`config.mk`:
```
export PLATFORM = sky130hd
export DESIGN_NAME = bump_arena_allocator_flat
export DESIGN_NICKNAME = d
export VERILOG_FILES = /design/src/hdl/baa_pkg.sv /design/src/hdl/baa_req_if.sv /design/src/hdl/baa_rsp_if.sv /design/src/hdl/baa_cfg_if.sv /design/src/hdl/baa_in_stage.sv /design/src/hdl/baa_core.sv /design/src/hdl/baa_out_stage.sv /design/src/hdl/bump_arena_allocator.sv /design/src/flat_wrapper.sv
export SDC_FILE = /design/constraint.sdc
export NUM_CORES = 1
export LEC_CHECK = 0
export BUFFER_PORTS_ARGS = -buffer_cell sky130_fd_sc_hd__buf_2
export CAP_MARGIN = 10
export CORE_ASPECT_RATIO = 0.6
export CORE_UTILIZATION = 55
export DETAILED_ROUTE_END_ITERATION = 10
export GPL_TIMING_DRIVEN = 0
export PLACE_DENSITY = 0.75
export SLEW_MARGIN = 20
export SYNTH_ARGS = -nofsm -noshare
export SYNTH_HDL_FRONTEND = slang
export SYNTH_SLANG_ARGS = --single-unit
```
`constraint.sdc`:
```
create_clock -name clk -period 9.4 [get_ports clk]
set_input_delay 0.94 -clock clk [delete_from_list [all_inputs] [get_ports clk]]
set_output_delay 0.94 -clock clk [all_outputs]
set_load 0.02 [all_outputs]
```
`src/hdl/baa_pkg.sv`:
```
// ----------------------------------------------------------------------------
// baa_pkg
// Widths, command codes and transaction types of the arena allocator.
// ----------------------------------------------------------------------------
package baa_pkg;

	// arena geometry
	localparam int ADDR_WIDTH  = 16;
	localparam int COUNT_WIDTH = 32;
	localparam int OFF_W       = ADDR_WIDTH + 1;
	localparam int CMD_W       = 2;
	localparam int ALIGN_W     = 4;
	localparam int ALIGN_MAX   = (1 << ALIGN_W) - 1;
	localparam int SUM_W       = ((OFF_W > ALIGN_MAX) ? OFF_W : ALIGN_MAX) + 2;
	localparam int CNT_OUT_W   = 32;
	localparam int BYTES_W     = 48;

	localparam logic [OFF_W-1:0] CAPACITY_RESET = OFF_W'(65536);

	// command codes
	localparam logic [CMD_W-1:0] CMD_ALLOC   = 2'd0;
	localparam logic [CMD_W-1:0] CMD_DEALLOC = 2'd1;
	localparam logic [CMD_W-1:0] CMD_REALLOC = 2'd2;
	localparam logic [CMD_W-1:0] CMD_RESET   = 2'd3;

	typedef struct packed {
		logic [CMD_W-1:0]   command;
		logic [OFF_W-1:0]   size;
		logic [ALIGN_W-1:0] align_log2;
		logic [OFF_W-1:0]   block_offset;
	} req_t;

	typedef struct packed {
		logic                 status;
		logic [OFF_W-1:0]     start_offset;
		logic [OFF_W-1:0]     top_offset;
		logic                 freed;
		logic [CNT_OUT_W-1:0] alloc_count_out;
		logic [BYTES_W-1:0]   alloc_bytes_out;
		logic [CNT_OUT_W-1:0] free_count_out;
		logic [BYTES_W-1:0]   free_bytes_out;
	} rsp_t;

endpackage

```
`src/hdl/baa_req_if.sv`:
```
// ----------------------------------------------------------------------------
// baa_req_if
// Request channel: command and operands of one allocator transaction.
// ----------------------------------------------------------------------------
interface baa_req_if;
	import baa_pkg::*;

	logic               valid;
	logic               ready;
	logic [CMD_W-1:0]   command;
	logic [OFF_W-1:0]   size;
	logic [ALIGN_W-1:0] align_log2;
	logic [OFF_W-1:0]   block_offset;

	modport source (output valid, command, size, align_log2, block_offset, input ready);
	modport sink (input valid, command, size, align_log2, block_offset, output ready);
endinterface

```
`src/hdl/baa_rsp_if.sv`:
```
// ----------------------------------------------------------------------------
// baa_rsp_if
// Response channel: status, offsets and statistics of one transaction.
// ----------------------------------------------------------------------------
interface baa_rsp_if;
	import baa_pkg::*;

	logic                 valid;
	logic                 ready;
	logic                 status;
	logic [OFF_W-1:0]     start_offset;
	logic [OFF_W-1:0]     top_offset;
	logic                 freed;
	logic [CNT_OUT_W-1:0] alloc_count_out;
	logic [BYTES_W-1:0]   alloc_bytes_out;
	logic [CNT_OUT_W-1:0] free_count_out;
	logic [BYTES_W-1:0]   free_bytes_out;

	modport source (output valid, status, start_offset, top_offset, freed, alloc_count_out,
		alloc_bytes_out, free_count_out, free_bytes_out, input ready);
	modport sink (input valid, status, start_offset, top_offset, freed, alloc_count_out,
		alloc_bytes_out, free_count_out, free_bytes_out, output ready);
endinterface

```
`src/hdl/baa_cfg_if.sv`:
```
// ----------------------------------------------------------------------------
// baa_cfg_if
// Configuration write channel carrying the arena capacity.
// ----------------------------------------------------------------------------
interface baa_cfg_if;
	import baa_pkg::*;

	logic             valid;
	logic             ready;
	logic [OFF_W-1:0] data;

	modport source (output valid, data, input ready);
	modport sink (input valid, data, output ready);
endinterface

```
`src/hdl/baa_in_stage.sv`:
```
// ----------------------------------------------------------------------------
// baa_in_stage
// Input register: captures one request transaction per cycle while the result stage is free.
// ----------------------------------------------------------------------------
module baa_in_stage (
	input  logic           clk,
	input  logic           arst_n,
	baa_req_if.sink        req,
	input  logic           out_free,
	output logic           valid_s1,
	output baa_pkg::req_t  req_s1
);
	import baa_pkg::*;

	logic accept;

	// stage is free when empty or when it moves on this cycle
	assign req.ready = !valid_s1 || out_free;
	assign accept    = req.valid && req.ready;

	// occupancy
	always_ff @(posedge clk or negedge arst_n) begin
		if (!arst_n) begin
			valid_s1 <= 1'b0;
		end else if (accept) begin
			valid_s1 <= 1'b1;
		end else if (out_free) begin
			valid_s1 <= 1'b0;
		end
	end

	// payload
	always_ff @(posedge clk) begin
		if (accept) begin
			req_s1.command      <= req.command;
			req_s1.size         <= req.size;
			req_s1.align_log2   <= req.align_log2;
			req_s1.block_offset <= req.block_offset;
		end
	end
endmodule

```
`src/hdl/baa_core.sv`:
```
// ----------------------------------------------------------------------------
// baa_core
// Arena state, capacity register and the per-transaction update logic.
// ----------------------------------------------------------------------------
module baa_core (
	input  logic           clk,
	input  logic           arst_n,
	baa_cfg_if.sink        cfg,
	input  logic           fire,
	input  baa_pkg::req_t  req_s1,
	output baa_pkg::rsp_t  rsp_next
);
	import baa_pkg::*;

	logic [OFF_W-1:0]       capacity_q;
	logic [OFF_W-1:0]       top_q;
	logic [OFF_W-1:0]       prev_top_q;
	logic [OFF_W-1:0]       last_size_q;
	logic [COUNT_WIDTH-1:0] alloc_count_q;
	logic [BYTES_W-1:0]     alloc_bytes_q;
	logic [COUNT_WIDTH-1:0] free_count_q;
	logic [BYTES_W-1:0]     free_bytes_q;

	logic                   rel_en;
	logic                   alloc_en;
	logic                   clear_en;
	logic                   rel_hit;
	logic [OFF_W-1:0]       rel_bytes;
	logic [OFF_W-1:0]       top_mid;
	logic [SUM_W-1:0]       align_step;
	logic [SUM_W-1:0]       start_sum;
	logic [SUM_W-1:0]       end_sum;
	logic                   fit;
	logic                   alloc_ok;

	logic [OFF_W-1:0]       top_d;
	logic [OFF_W-1:0]       prev_top_d;
	logic [OFF_W-1:0]       last_size_d;
	logic [COUNT_WIDTH-1:0] alloc_count_d;
	logic [BYTES_W-1:0]     alloc_bytes_d;
	logic [COUNT_WIDTH-1:0] free_count_d;
	logic [BYTES_W-1:0]     free_bytes_d;

	assign cfg.ready = 1'b1;

	// command decode
	always_comb begin
		rel_en   = 1'b0;
		alloc_en = 1'b0;
		clear_en = 1'b0;
		case (req_s1.command)
			CMD_ALLOC: begin
				alloc_en = 1'b1;
			end
			CMD_DEALLOC: begin
				rel_en = 1'b1;
			end
			CMD_REALLOC: begin
				rel_en   = 1'b1;
				alloc_en = 1'b1;
			end
			default: begin
				clear_en = 1'b1;
			end
		endcase
	end

	// release of the most recent block
	assign rel_bytes = (req_s1.command == CMD_DEALLOC) ? req_s1.size : last_size_q;
	assign rel_hit   = rel_en && (top_q >= last_size_q)
		&& (req_s1.block_offset == (top_q - last_size_q));
	assign top_mid   = rel_hit ? prev_top_q : top_q;

	// aligned start and fit test at full width
	assign align_step = (SUM_W'(1) << req_s1.align_log2) - SUM_W'(1);
	assign start_sum  = (SUM_W'(top_mid) + align_step) & ~align_step;
	assign end_sum    = start_sum + SUM_W'(req_s1.size);
	assign fit        = end_sum <= SUM_W'(capacity_q);
	assign alloc_ok   = alloc_en && fit;

	// next state
	always_comb begin
		top_d         = top_mid;
		prev_top_d    = prev_top_q;
		last_size_d   = last_size_q;
		alloc_count_d = alloc_count_q;
		alloc_bytes_d = alloc_bytes_q;
		free_count_d  = free_count_q;
		free_bytes_d  = free_bytes_q;
		if (rel_en) begin
			free_count_d = free_count_q + COUNT_WIDTH'(1);
			free_bytes_d = free_bytes_q + BYTES_W'(rel_bytes);
		end
		if (alloc_ok) begin
			prev_top_d    = top_mid;
			last_size_d   = req_s1.size;
			top_d         = end_sum[OFF_W-1:0];
			alloc_count_d = alloc_count_q + COUNT_WIDTH'(1);
			alloc_bytes_d = alloc_bytes_q + BYTES_W'(req_s1.size);
		end
		if (clear_en) begin
			top_d         = '0;
			alloc_count_d = '0;
			alloc_bytes_d = '0;
			free_count_d  = '0;
			free_bytes_d  = '0;
		end
	end

	// result of the transaction
	always_comb begin
		rsp_next.status          = alloc_en && !fit;
		rsp_next.start_offset    = alloc_ok ? start_sum[OFF_W-1:0] : '0;
		rsp_next.top_offset      = top_d;
		rsp_next.freed           = rel_hit;
		rsp_next.alloc_count_out = CNT_OUT_W'(alloc_count_d);
		rsp_next.alloc_bytes_out = alloc_bytes_d;
		rsp_next.free_count_out  = CNT_OUT_W'(free_count_d);
		rsp_next.free_bytes_out  = free_bytes_d;
	end

	// capacity register
	always_ff @(posedge clk or negedge arst_n) begin
		if (!arst_n) begin
			capacity_q <= CAPACITY_RESET;
		end else if (cfg.valid) begin
			capacity_q <= cfg.data;
		end
	end

	// arena state and statistics
	always_ff @(posedge clk or negedge arst_n) begin
		if (!arst_n) begin
			top_q         <= '0;
			prev_top_q    <= '0;
			last_size_q   <= '0;
			alloc_count_q <= '0;
			alloc_bytes_q <= '0;
			free_count_q  <= '0;
			free_bytes_q  <= '0;
		end else if (fire) begin
			top_q         <= top_d;
			prev_top_q    <= prev_top_d;
			last_size_q   <= last_size_d;
			alloc_count_q <= alloc_count_d;
			alloc_bytes_q <= alloc_bytes_d;
			free_count_q  <= free_count_d;
			free_bytes_q  <= free_bytes_d;
		end
	end
endmodule

```
`src/hdl/baa_out_stage.sv`:
```
// ----------------------------------------------------------------------------
// baa_out_stage
// Result register: holds one response transaction until it is taken.
// ----------------------------------------------------------------------------
module baa_out_stage (
	input  logic           clk,
	input  logic           arst_n,
	input  logic           load,
	input  baa_pkg::rsp_t  rsp_next,
	output logic           out_free,
	baa_rsp_if.source      rsp
);
	import baa_pkg::*;

	logic valid_q;
	rsp_t rsp_q;

	assign out_free = !valid_q || rsp.ready;

	// occupancy
	always_ff @(posedge clk or negedge arst_n) begin
		if (!arst_n) begin
			valid_q <= 1'b0;
		end else if (out_free) begin
			valid_q <= load;
		end
	end

	// payload
	always_ff @(posedge clk) begin
		if (load && out_free) begin
			rsp_q <= rsp_next;
		end
	end

	assign rsp.valid           = valid_q;
	assign rsp.status          = rsp_q.status;
	assign rsp.start_offset    = rsp_q.start_offset;
	assign rsp.top_offset      = rsp_q.top_offset;
	assign rsp.freed           = rsp_q.freed;
	assign rsp.alloc_count_out = rsp_q.alloc_count_out;
	assign rsp.alloc_bytes_out = rsp_q.alloc_bytes_out;
	assign rsp.free_count_out  = rsp_q.free_count_out;
	assign rsp.free_bytes_out  = rsp_q.free_bytes_out;
endmodule

```
`src/hdl/bump_arena_allocator.sv`:
```
// Path: an accepted request is held in the input register, then its response is loaded into
// the result register; it waits longer only while an earlier response waits on rsp.ready.
// Throughput: one request per cycle unless a response waits on rsp.ready; the top -> align
// add -> fit compare -> top loop is combinational inside the core stage.
// Reset: arst_n clears top, previous top, last size, statistics and both stages at once;
// capacity returns to 65536.
// ----------------------------------------------------------------------------
// bump_arena_allocator
// Bump-pointer arena allocator with alignment, release of the last block
// and allocation statistics.
// ----------------------------------------------------------------------------
module bump_arena_allocator (
	input  logic      clk,
	input  logic      arst_n,
	baa_req_if.sink   req,
	baa_rsp_if.source rsp,
	baa_cfg_if.sink   cfg
);
	import baa_pkg::*;

	logic valid_s1;
	logic out_free;
	logic fire;
	req_t req_s1;
	rsp_t rsp_next;

	// transaction leaves the input register
	assign fire = valid_s1 && out_free;

	baa_in_stage u_in_stage (
		.clk      (clk),
		.arst_n   (arst_n),
		.req      (req),
		.out_free (out_free),
		.valid_s1 (valid_s1),
		.req_s1   (req_s1)
	);

	baa_core u_core (
		.clk      (clk),
		.arst_n   (arst_n),
		.cfg      (cfg),
		.fire     (fire),
		.req_s1   (req_s1),
		.rsp_next (rsp_next)
	);

	baa_out_stage u_out_stage (
		.clk      (clk),
		.arst_n   (arst_n),
		.load     (valid_s1),
		.rsp_next (rsp_next),
		.out_free (out_free),
		.rsp      (rsp)
	);
endmodule

```
`src/flat_wrapper.sv`:
```
// flat-port wrapper written by rule: the top's interface ports become plain ports
module bump_arena_allocator_flat import baa_pkg::*;
  (clk, arst_n, req_valid, req_command, req_size, req_align_log2, req_block_offset, req_ready, rsp_valid, rsp_status, rsp_start_offset, rsp_top_offset, rsp_freed, rsp_alloc_count_out, rsp_alloc_bytes_out, rsp_free_count_out, rsp_free_bytes_out, rsp_ready, cfg_valid, cfg_data, cfg_ready);
  baa_req_if req_i ();
  baa_rsp_if rsp_i ();
  baa_cfg_if cfg_i ();
  input  logic clk;
  input  logic arst_n;
  input wire logic [$bits(req_i.valid)-1:0] req_valid;
  input wire logic [$bits(req_i.command)-1:0] req_command;
  input wire logic [$bits(req_i.size)-1:0] req_size;
  input wire logic [$bits(req_i.align_log2)-1:0] req_align_log2;
  input wire logic [$bits(req_i.block_offset)-1:0] req_block_offset;
  output wire logic [$bits(req_i.ready)-1:0] req_ready;
  output wire logic [$bits(rsp_i.valid)-1:0] rsp_valid;
  output wire logic [$bits(rsp_i.status)-1:0] rsp_status;
  output wire logic [$bits(rsp_i.start_offset)-1:0] rsp_start_offset;
  output wire logic [$bits(rsp_i.top_offset)-1:0] rsp_top_offset;
  output wire logic [$bits(rsp_i.freed)-1:0] rsp_freed;
  output wire logic [$bits(rsp_i.alloc_count_out)-1:0] rsp_alloc_count_out;
  output wire logic [$bits(rsp_i.alloc_bytes_out)-1:0] rsp_alloc_bytes_out;
  output wire logic [$bits(rsp_i.free_count_out)-1:0] rsp_free_count_out;
  output wire logic [$bits(rsp_i.free_bytes_out)-1:0] rsp_free_bytes_out;
  input wire logic [$bits(rsp_i.ready)-1:0] rsp_ready;
  input wire logic [$bits(cfg_i.valid)-1:0] cfg_valid;
  input wire logic [$bits(cfg_i.data)-1:0] cfg_data;
  output wire logic [$bits(cfg_i.ready)-1:0] cfg_ready;
  assign req_i.valid = req_valid;
  assign req_i.command = req_command;
  assign req_i.size = req_size;
  assign req_i.align_log2 = req_align_log2;
  assign req_i.block_offset = req_block_offset;
  assign req_ready = req_i.ready;
  assign rsp_valid = rsp_i.valid;
  assign rsp_status = rsp_i.status;
  assign rsp_start_offset = rsp_i.start_offset;
  assign rsp_top_offset = rsp_i.top_offset;
  assign rsp_freed = rsp_i.freed;
  assign rsp_alloc_count_out = rsp_i.alloc_count_out;
  assign rsp_alloc_bytes_out = rsp_i.alloc_bytes_out;
  assign rsp_free_count_out = rsp_i.free_count_out;
  assign rsp_free_bytes_out = rsp_i.free_bytes_out;
  assign rsp_i.ready = rsp_ready;
  assign cfg_i.valid = cfg_valid;
  assign cfg_i.data = cfg_data;
  assign cfg_ready = cfg_i.ready;
  bump_arena_allocator u_core (.clk(clk), .arst_n(arst_n), .req(req_i), .rsp(rsp_i), .cfg(cfg_i));
endmodule
```
Yosys cells after proc, flatten, opt, wreduce, memory -nomap -nowiden
Index checks and enable logic that the tools add are counted.

Add/sub/neg operators: 8. $lt $le $gt $ge: 2. Equal/unequal tests: 3. Shift operators: 1. Multiplexer cells: 16. Bitwise operators: 2. Reduce and logical (&&, ||, !) cells: 17.

Operators by type and width (count): two-way mux 48 bit (4); two-way mux 32 bit (4); adder 48 x 17 -> 48 bit (2); two-way mux 17 bit (4); adder 32 x 1 -> 32 bit (second input constant) (2); adder 17 x 19 -> 19 bit (1); adder 19 x 17 -> 19 bit (1); bitwise AND 19 bit (1); <= comparator 19 x 17 -> 1 bit (1); NOT 19 bit (1); << shifter 1 x 4 -> 19 bit (first input constant) (1); subtractor 19 x 2 -> 19 bit (second input constant) (1); equality test 17 bit (1); >= comparator 17 bit (1); subtractor 17 bit (1); logical AND 1 bit (6); two-way mux 1 bit (4); OR reduction 2 bit (2); logical NOT 1 bit (3); OR reduction 3 bit (1); equality test 2 x 1 -> 1 bit (second input constant) (1); equality test 2 bit (second input constant) (1); logical NOT 2 bit (1); logical OR 1 bit (2); 2 further kinds (2).

Bits in registers: 466. Input bits: 62. Output and inout bits: 199. Logic and storage cells: 71.

Longest topological paths before layout
Gate-level depths: netlist (run 1).

Depth in word-level cells: 13. Mapped depth: 46. Mapped depth without buffers: 43.

Hierarchy
Synthesis (run 1) repeated with hierarchy kept, for this count alone.

Cells, all modules: 2664. Area, all modules: 26407.8 um^2.

By module, submodules not included: baa_core (times used 1, cells an instance 2419, area an instance 19207.2 um^2, seq. area each 5706.7 um^2); baa_out_stage (times used 1, cells an instance 200, area an instance 5939.4 um^2, seq. area each 5910.7 um^2); baa_in_stage (times used 1, cells an instance 44, area an instance 1255.0 um^2, seq. area each 1226.2 um^2); bump_arena_allocator (times used 1, cells an instance 1, area an instance 6.3 um^2, seq. area each 0.0 um^2).

Least setup slack after synthesis (run 1)
OpenSTA, ideal clock, no wires.

Path kind: reg2reg. Start point: register u_core.u_core.top_q[0]. End point: register u_core.u_core.alloc_count_q[26]. Setup time: 104 ps. Data arrival time: 8604 ps. Required time: 9296 ps. Setup slack: 692 ps. Stages on the path, launching flop included: 39. Path buffers: 1. Period minus slack after synthesis: 8708 ps. Path through: dfrtp_1 > inv_1 > ha_1 > inv_1 > fa_1 > a211oi_2 > o21ai_1 > a31o_2 > a2111oi_0 > and4_1 > and3_1 > buf_2 > mux2_2 > ha_1 > nand4_1 > o311a_1 > a21o_1 > a21oi_1 > [... 3 more ...] > o21ai_0 > o31ai_1 > nand2b_1 > a21o_1 > xor2_1 > ha_1 > a21o_1 > a21oi_1 > nor2b_1 > o21ai_0 > nand2_1 > o21ai_0 > or4bb_1 > o211ai_1 > o21ai_2 > or3_4 > or3_1 > o311ai_1.

Longest elaborated chain between the ends: 11. Elaborated cells on any way between the ends: 13.

RTL lines: from (decl) (RTL line baa_core.sv:16) `logic [OFF_W-1:0] top_q;`; from (signal assigned) (RTL line baa_core.sv:142) `top_q <= top_d;`; subtractor 17 bit / >= comparator 17 bit (equally long branches) (RTL line baa_core.sv:71, baa_core.sv:70); equality test 17 bit / logical AND 1 bit (equally long branches) (RTL line baa_core.sv:71, baa_core.sv:70); logical AND 1 bit * (RTL line baa_core.sv:71) `&& (req_s1.block_offset == (top_q - last_size_q));`; two-way mux 17 bit * (RTL line baa_core.sv:72) `assign top_mid = rel_hit ? prev_top_q : top_q;`; named net u_core.u_core.top_mid[5] (RTL line baa_core.sv:29) `logic [OFF_W-1:0] top_mid;`; adder 17 x 19 -> 19 bit * (RTL line baa_core.sv:76) `assign start_sum = (SUM_W'(top_mid) + align_step) & ~align_step;`; bitwise AND 19 bit * (RTL line baa_core.sv:76); named net u_core.u_core.start_sum[8] (RTL line baa_core.sv:31) `logic [SUM_W-1:0] start_sum;`; adder 19 x 17 -> 19 bit * (RTL line baa_core.sv:77) `assign end_sum = start_sum + SUM_W'(req_s1.size);`; <= comparator 19 x 17 -> 1 bit * (RTL line baa_core.sv:78) `assign fit = end_sum <= SUM_W'(capacity_q);`; logical AND 1 bit * (RTL line baa_core.sv:79) `assign alloc_ok = alloc_en && fit;`; two-way mux 32 bit * (RTL line baa_core.sv:94) `if (alloc_ok) begin`; two-way mux 32 bit * (RTL line baa_core.sv:101) `if (clear_en) begin`; to (signal assigned) (RTL line baa_core.sv:145) `alloc_count_q <= alloc_count_d;`; to (decl) (RTL line baa_core.sv:19) `logic [COUNT_WIDTH-1:0] alloc_count_q;`.

Mark *: on every way through the listed nets, which the timed path passes. The rest lies on a longest branch. A chain may end at the register's enable or synchronous reset.

==> results of run 1 <==
## worst min path at each step
stage          depth (start not counted)  slack [ps]                                        to
2_1_floorplan                          1         460  u_core.u_out_stage.rsp.valid$_DFFE_PN0P_
3_3_place_gp                           1         480  u_core.u_out_stage.rsp.valid$_DFFE_PN0P_
3_5_place_dp                           1         490   u_core.u_core.prev_top_q[6]$_DFFE_PN0P_
4_1_cts                                1         300  u_core.u_core.capacity_q[15]$_DFFE_PN0P_
5_1_grt                                1         300  u_core.u_core.capacity_q[11]$_DFFE_PN0P_
6_report                               1         270  u_core.u_core.capacity_q[11]$_DFFE_PN0P_
## cells in the mapped netlist (all sizes together), types with 61 or more instances
cell type / count
xor2: 73
edfxtp: 236
nand2: 444
xnor2: 93
inv: 86
clkbuf: 111
o21ai: 184
mux2i: 86
nand3: 61
dfrtp: 229
nor2: 292
ha: 107
a21oi: 119
## cell usage in the layout, fill, tap and decap left out, types with 25 or more instances in the layout
cell type,count
buf_2,265
nor2_1,282
nand4_1,39
nand2_1,443
xnor2_1,85
clkbuf_16,50
inv_1,84
nor3_1,47
a21o_1,30
mux2_2,25
xor2_1,69
and2_1,28
nand3_1,57
dfrtp_1,227
a21oi_2,26
buf_4,56
a21oi_1,88
o21ai_0,168
clkbuf_1,102
edfxtp_1,236
mux2i_1,79
and3_1,52
ha_1,89
## cell families (layout without fill, tap and decap cells)
logic type | after synthesis | in the layout
buffers and inverters | 223 | 627
and+or+nand+nor | 1124 | 1125
DFF | 466 | 466
AOI/OAI and AO/OA | 533 | 533
xor gates and xnor gates | 166 | 166
muxes | 119 | 119
adders and majority gates | 112 | 112
other | 2 | 4
## cell type report
cell class,instances,area [um2]
clock inverters,27,474
diodes,2,5.00
multi-input cells,2057,13700
flip-flops and latches,466,12800
clock buffers,57,1270
inverters,86,323
plain buffers,134,682
repair buffers,323,1940
fillers,3605,14900
well taps,630,788
## per-layer routing
metal	vias to the layer above	GRT usage, %	share of wire [%]
li1	10482	-	-
met3	208	10.6	13
met4	0	10.7	3.1
met1	11391	49.7	43
met5	-	0	0
met2	1361	48.6	41
## through the flow
step	setup slack, ps	setup TNS (ps)	util [%]	power (mW)
after floorplan	692	0	-	5.76
after global placement	-2760	-801390	60.8	6.99
after detailed placement	-2900	-540640	61.2	7.10
after CTS	10.5	0	66.3	9.60
after global routing	-190	-8750	68.3	10.7
final	30.8	0	68.3	10.3
## sequential cells by signal (all words and copies together) (netlist names)
signal / flops
u_core.u_core.alloc_bytes_q: 48
u_core.u_core.free_bytes_q: 48
u_core.u_out_stage.rsp.alloc_bytes_out: 48
u_core.u_out_stage.rsp.free_bytes_out: 48
u_core.u_in_stage.req_s1: 40
u_core.u_core.alloc_count_q: 32
u_core.u_core.free_count_q: 32
u_core.u_out_stage.rsp.alloc_count_out: 32
u_core.u_out_stage.rsp.free_count_out: 32
u_core.u_core.capacity_q: 17
u_core.u_core.last_size_q: 17
u_core.u_core.prev_top_q: 17
u_core.u_core.top_q: 17
u_core.u_out_stage.rsp.start_offset: 17
u_core.u_out_stage.rsp.top_offset: 17
u_core.u_in_stage.valid_s1: 1
u_core.u_out_stage.rsp.freed: 1
u_core.u_out_stage.rsp.status: 1
u_core.u_out_stage.rsp.valid: 1
## critical path: cells and delay by family, from the launching register on
| family | cells | cell delay (ps) |
|---|---|---|
| AO/OA/AOI/OAI | 19 | 3380 |
| XOR/XNOR | 1 | 210 |
| adder cells (fa/ha/maj) | 4 | 1300 |
| buffers and inverters | 5 | 790 |
| flip-flops | 1 | 490 |
| multiplexers | 1 | 340 |
| AND/OR/NAND/NOR | 11 | 2680 |
## where the power goes
part           total (mW)  switching [mW]  internal, mW  leakage, nW
combinational        5.18            3.16          2.02         7.64
clock                2.15           0.851          1.30        0.851
sequential           2.96           0.320          2.64         5.27
total                10.3            4.33          5.95         13.8
## what timing repair did
action	4_1_cts	5_1_grt
cloned	1	4
hold buffers	0	0
setup buffers	22	31
gates resized for setup	110	151
setup endpoints to repair	246	245
pin swaps	27	66
==> run metrics, run 1 <==
Slew headroom 30.5%; CTS tree built; LEAKAGE between 10 and 15 nW; min Tclk post-route around 9400 ps; Total Routed Length 86800 um; mux share of post-synthesis cell area 4.67%; simple-gate share of the synthesized area 19.6%; status complete, no violations; Avg Inst Size Synth 9.62 um2; H-tree depth 2; syn nets 2918; # IOs around 260; compound-cell area share of the yosys netlist between 10% and 20%; global placement routability congestion 1.02; Vias around 23000; Warnings, synthesis 0; die area between 40000 and 50000 um2; EDFF count, synth about 240; Reg2Reg Depth a little over 40; vias in the first global route between 20000 and 25000; Startpoint Class flip-flop; initial drt markers 2932; type of the most critical hold path input pin to async pin; Setup Crit Path Kind flip-flop to flip-flop; VDD IR-drop max about 190 uV; clk slew on worst S/H paths ~70 ps; Critical Path AT a little under 10000 ps; Critical-path top delay cell dfrtp_1; core footprint 46900 um2; residual DRC count 0; Placed Area between 20000 and 30000 um2; Starting Density between 50% and 60%; drt pass-1 iters 6; Yosys reg bits 466; crit path launch u_core.u_core.top_q[15]$_DFFE_PN0P_; FP Rows between 60 and 70; share of post-route cells with drive strength above 1 approximately 20%; initial antenna violation count 2; largest area contributor in the netlist edfxtp_1; crit-path max cell delay 490 ps; crit path to u_core.u_out_stage.rsp.alloc_count_out[22]$_DFFE_PP_; Cells after Synth 2745; overall routing resource usage roughly a third; finished layout cell area between 30000 and 40000 um2; final cell count without fillers 3782; flop-to-flop setup slack 30 ps; Root Buffer clkbuf_16; vias per inst ~6.2; Die Ht between 150 and 200 um; Clk Latency, worst-skew pair about 580 ps; Distinct cells, synth 84; Syn Std Cell Area roughly 26000 um2; Sink Count around 470; hold slack 267 ps; RR Endpoint u_core.u_out_stage.rsp.alloc_count_out[22]$_DFFE_PP_; setup violators final 0; fin crit share between 90% and 100%; Placed Instances ~3600; Post-synth ARST share between 40 and 50%; total CTS buffers between 40 and 50; DIE WIDTH roughly 280 um; top cells by area, synth edfxtp_1, dfrtp_1, nand2_1; Most used DFF post-synth edfxtp_1; first-pass GRT wire length ~130000 um; RSZ-0062 raised after global routing yes; Layout area overhead 21.2%; deepest clock path buffer count 3; largest family of logic cells by synthesized area simple AND/OR/NAND/NOR gates; Final Hold Fails 0; wire length per cell 23.0 um; Synth Area in Adders 5.41%; pin count of the biggest net entering global routing 92; CP Max Fanout 6; I/O Buffers around 260; Post-DP HPWL 62700 um; gr ovfl total 0; crit end category flip-flop; number of max-cap violations 0; XOR/XNOR Fraction of Synth Area under 10%; Worst Path Required a little under 10000 ps; Synth top area share approximately 27%; FF-to-FF Start u_core.u_core.top_q[15]$_DFFE_PN0P_; Peak Freq roughly 110 MHz; skew final ~17 ps; Seq/Total Area, Yosys about half; Final ANT Viol Nets 0; Worst Tran Pin Value between 1000 and 1500 ps; pins over their slew limit 0; Power Density 321 nW/um2; Layout Nets 3286
Power figures use the tool's default switching activity.
==> run 2: changes to the inputs <==
--- a/config.mk
+++ b/config.mk
@@ -15,4 +15,5 @@
 export SLEW_MARGIN = 20
 export SYNTH_ARGS = -nofsm -noshare
 export SYNTH_HDL_FRONTEND = slang
+export SYNTH_HIERARCHICAL = 1
 export SYNTH_SLANG_ARGS = --single-unit
==> run 2 against run 1 <==
Effect of this change:
- area after synthesis is essentially flat
- critical path depth is the same
- worst setup slack improved by 130 ps
- count of clock-buffer cells in the layout decreased by 2
- via count is 1.1% higher
- largest cell class unchanged
- highest routed layer is now met5
==> run metrics, run 2 <==
WP buf/inv 6 (+1); LEAKAGE 13.3 nW (-3.1%); I/O Buffers 259 (unchanged); FF-to-FF Start u_core/u_core/last_size_q[0]$_DFFE_PN0P_; Placed Instances 3561 (-2.2%); DP Worst Slack -1610 ps (+1300 ps); Layout area overhead 18.2%; total CTS buffers 44 (-2.2%); Distinct cells, synth 86 (+2.4%); initial drt markers 3393 (+16%); FILL cells 3746 (+3.9%); largest area contributor in the netlist edfxtp_1; Syn Std Cell Area 26400 um2 (about the same); Post-synth ARST share 49.4% (unchanged); core footprint 46900 um2 (unchanged); Final ANT Viol Nets 0 (unchanged); Post-DP HPWL 64900 um (+3.5%); setup ws final 161 ps (+130 ps); Total Routed Length 89100 um (+2.6%); wire length per cell 24.3 um (+5.8%); min Tclk post-route 9240 ps (-130 ps); Crit path max-delay family simple AND/OR/NAND/NOR gates; area of the multi-input gates 13000 um2 (-4.5%); Seq/Total Area, Yosys 48.6% (about the same); skew final 13.3 ps (-4.06 ps); Placed Area 28700 um2 (about the same); Starting Density 56.4% (about the same); status complete, no violations; share of post-route cells with drive strength above 1 19.5% (-0.67 points); H-tree depth 2 (unchanged); Die Ht 172 um (about the same); EDFF count, synth 236 (unchanged); Peak Freq 108 MHz (+1.4%); most frequent cells in the layout nand2_1, buf_2, edfxtp_1, nor2_1, dfrtp_1; vias in the first global route 21874 (+0.19%); most frequent cells after synthesis nand2_1, edfxtp_1, nor2_1; CTS tree built; setup violators final 0 (unchanged); crit-path most repeated cell a21oi_2; initial antenna violation count 6 (+4); RSZ-0062 raised after global routing yes; Worst Path Required 9680 ps (-140 ps); Core Util, Final 66.6% (-1.7 points); crit end category flip-flop; Most used DFF post-synth edfxtp_1; gr ovfl total 0 (unchanged); most common cell after layout, fill and taps aside nand2_1; FP Rows 61 (unchanged); Clk Latency, worst-skew pair 590 ps (about the same); Layout Nets 3173 (-3.4%); overall routing resource usage 35.7% (+1.5 points); pin count of the biggest net entering global routing 89 (-3.3%); CP Max Fanout 10 (+4); Setup Crit Path Kind flip-flop to flip-flop; type of the most critical hold path input pin to async pin; crit path launch u_core/u_core/last_size_q[0]$_DFFE_PN0P_; pins over their slew limit 0 (unchanged); Root Buffer clkbuf_16; crit-path max cell delay 530 ps (+40 ps); Vias 23700 (+1.1%); clk slew on worst S/H paths 70 ps (about the same); # IOs 261 (unchanged); Sink Count 466 (unchanged); Yosys reg bits 466 (unchanged); Reg area 12800 um2 (about the same); final cell count without fillers 3669 (-3.0%); global placement routability congestion 0.988 (-2.9%); Startpoint Class flip-flop; die area 48900 um2 (about the same); Final Hold Fails 0 (unchanged); Cells after Synth 2664 (-3.0%); drt pass-1 iters 9 (+3); Slew headroom 15.9% (-15 points); top cells by area, synth edfxtp_1, dfrtp_1, ha_1; residual DRC count 0 (unchanged); count leader, synth nand2_1; TNS Setup 0 ps (unchanged); Warnings, synthesis 6 (+6); finished layout cell area 31200 um2 (-2.5%); first-pass GRT wire length 132000 um (+3.1%); DIE WIDTH 285 um (about the same); Power Density 312 nW/um2 (-3.1%); Synth top area share 26.8% (about the same); number of max-cap violations 0 (unchanged); VDD IR-drop max 201 uV (+7.9%); Avg Inst Size Synth 9.91 um2 (+3.0%); Critical-path top delay cell or3_4; vias per inst 6.46 (+4.2%); deepest clock path buffer count 3 (unchanged); fin crit share 98.3% (-1.4 points); Critical Path AT 9520 ps (-270 ps); Worst Tran Pin Value 1260 ps (+219 ps)
## run 2: changes by cell type in the layout (fill, tap and decap cells not counted), moves of 37 or more
cell,previous run,this run
inv_1,84,127
mux2i_1,79,42
nand2_1,443,313
nand3_1,57,96
nor2_1,282,231
o21ai_0,168,119
## run 2: worst register-to-register path, delay by kind of cell, from the launching register on
family | cells | cell delay, ps
and+or+nand+nor | 12 | 2950
AOI/OAI and AO/OA | 14 | 2270
xor gates and xnor gates | 3 | 440
adders and majority gates | 5 | 1730
muxes | 1 | 200
buffers and inverters | 6 | 890
DFF | 1 | 450
## run 2: logic make-up after synthesis
family	Yosys count	synth area share, %
and+or+nand+nor	987	17.9
other	2	0.0284
DFF	466	48.6
buffers and inverters	280	4.20
xor gates and xnor gates	145	4.86
AOI/OAI and AO/OA	572	15.0
adders and majority gates	110	5.33
muxes	102	4.12
## run 2: path summary, 6_finish.rpt
path	endpoint	slack, ps	depth (start not counted)
worst max-delay path	u_core/u_out_stage/rsp.alloc_bytes_out[47]$_DFFE_PP_	160	41
min in group clk	u_core/u_core/prev_top_q[10]$_DFFE_PN0P_	480	2
worst min-delay path	u_core/u_core/capacity_q[1]$_DFFE_PN0P_	360	2
max in group asynchronous	u_core/u_core/free_count_q[19]$_DFFE_PN0P_	7810	4
worst max register to register	u_core/u_out_stage/rsp.alloc_bytes_out[47]$_DFFE_PP_	160	41
worst min register to register	u_core/u_core/prev_top_q[10]$_DFFE_PN0P_	480	2
## run 2: what timing repair did
| item | in CTS | in global routing |
|---|---|---|
| pin swaps | 11 | 40 |
| endpoints found under the setup margin | 246 | 245 |
| gates resized for setup | 80 | 99 |
| buffers inserted | 11 | 14 |
| hold buffers | 0 | 0 |
## run 2: metal layers
| layer | wire length, um | global-route usage (%) | vias to the layer above |
|---|---|---|---|
| li1 | - | - | 10406 |
| met2 | 36900 | 50.6 | 1554 |
| met4 | 2770 | 11.5 | 8 |
| met3 | 11800 | 9.73 | 236 |
| met5 | 53 | 0 | - |
| met1 | 37600 | 52.8 | 11496 |
## run 2: cell type report
class                   instances  area share (%)
clock inverters                27            1.49
inverters                     133            1.60
clock buffers                  55            3.72
repair buffers                291            5.38
plain buffers                 146            2.31
diodes                          2          0.0160
multi-input cells            1919            41.8
flip-flops and latches        466            41.2
well taps                     630            2.53
## run 2: stage by stage
step	power, mW	hold WS [ps]
after floorplan	5.69	440
after global placement	6.93	455
after detailed placement	7.07	461
after CTS	9.32	390
after global routing	10.1	395
final	9.72	357
## run 2: power by group
part / internal (mW) / switching [mW] / total [mW]
clock: 1.20 / 0.835 / 2.03
combinational: 1.73 / 3.05 / 4.78
sequential: 2.60 / 0.306 / 2.91
total: 5.53 / 4.20 / 9.72
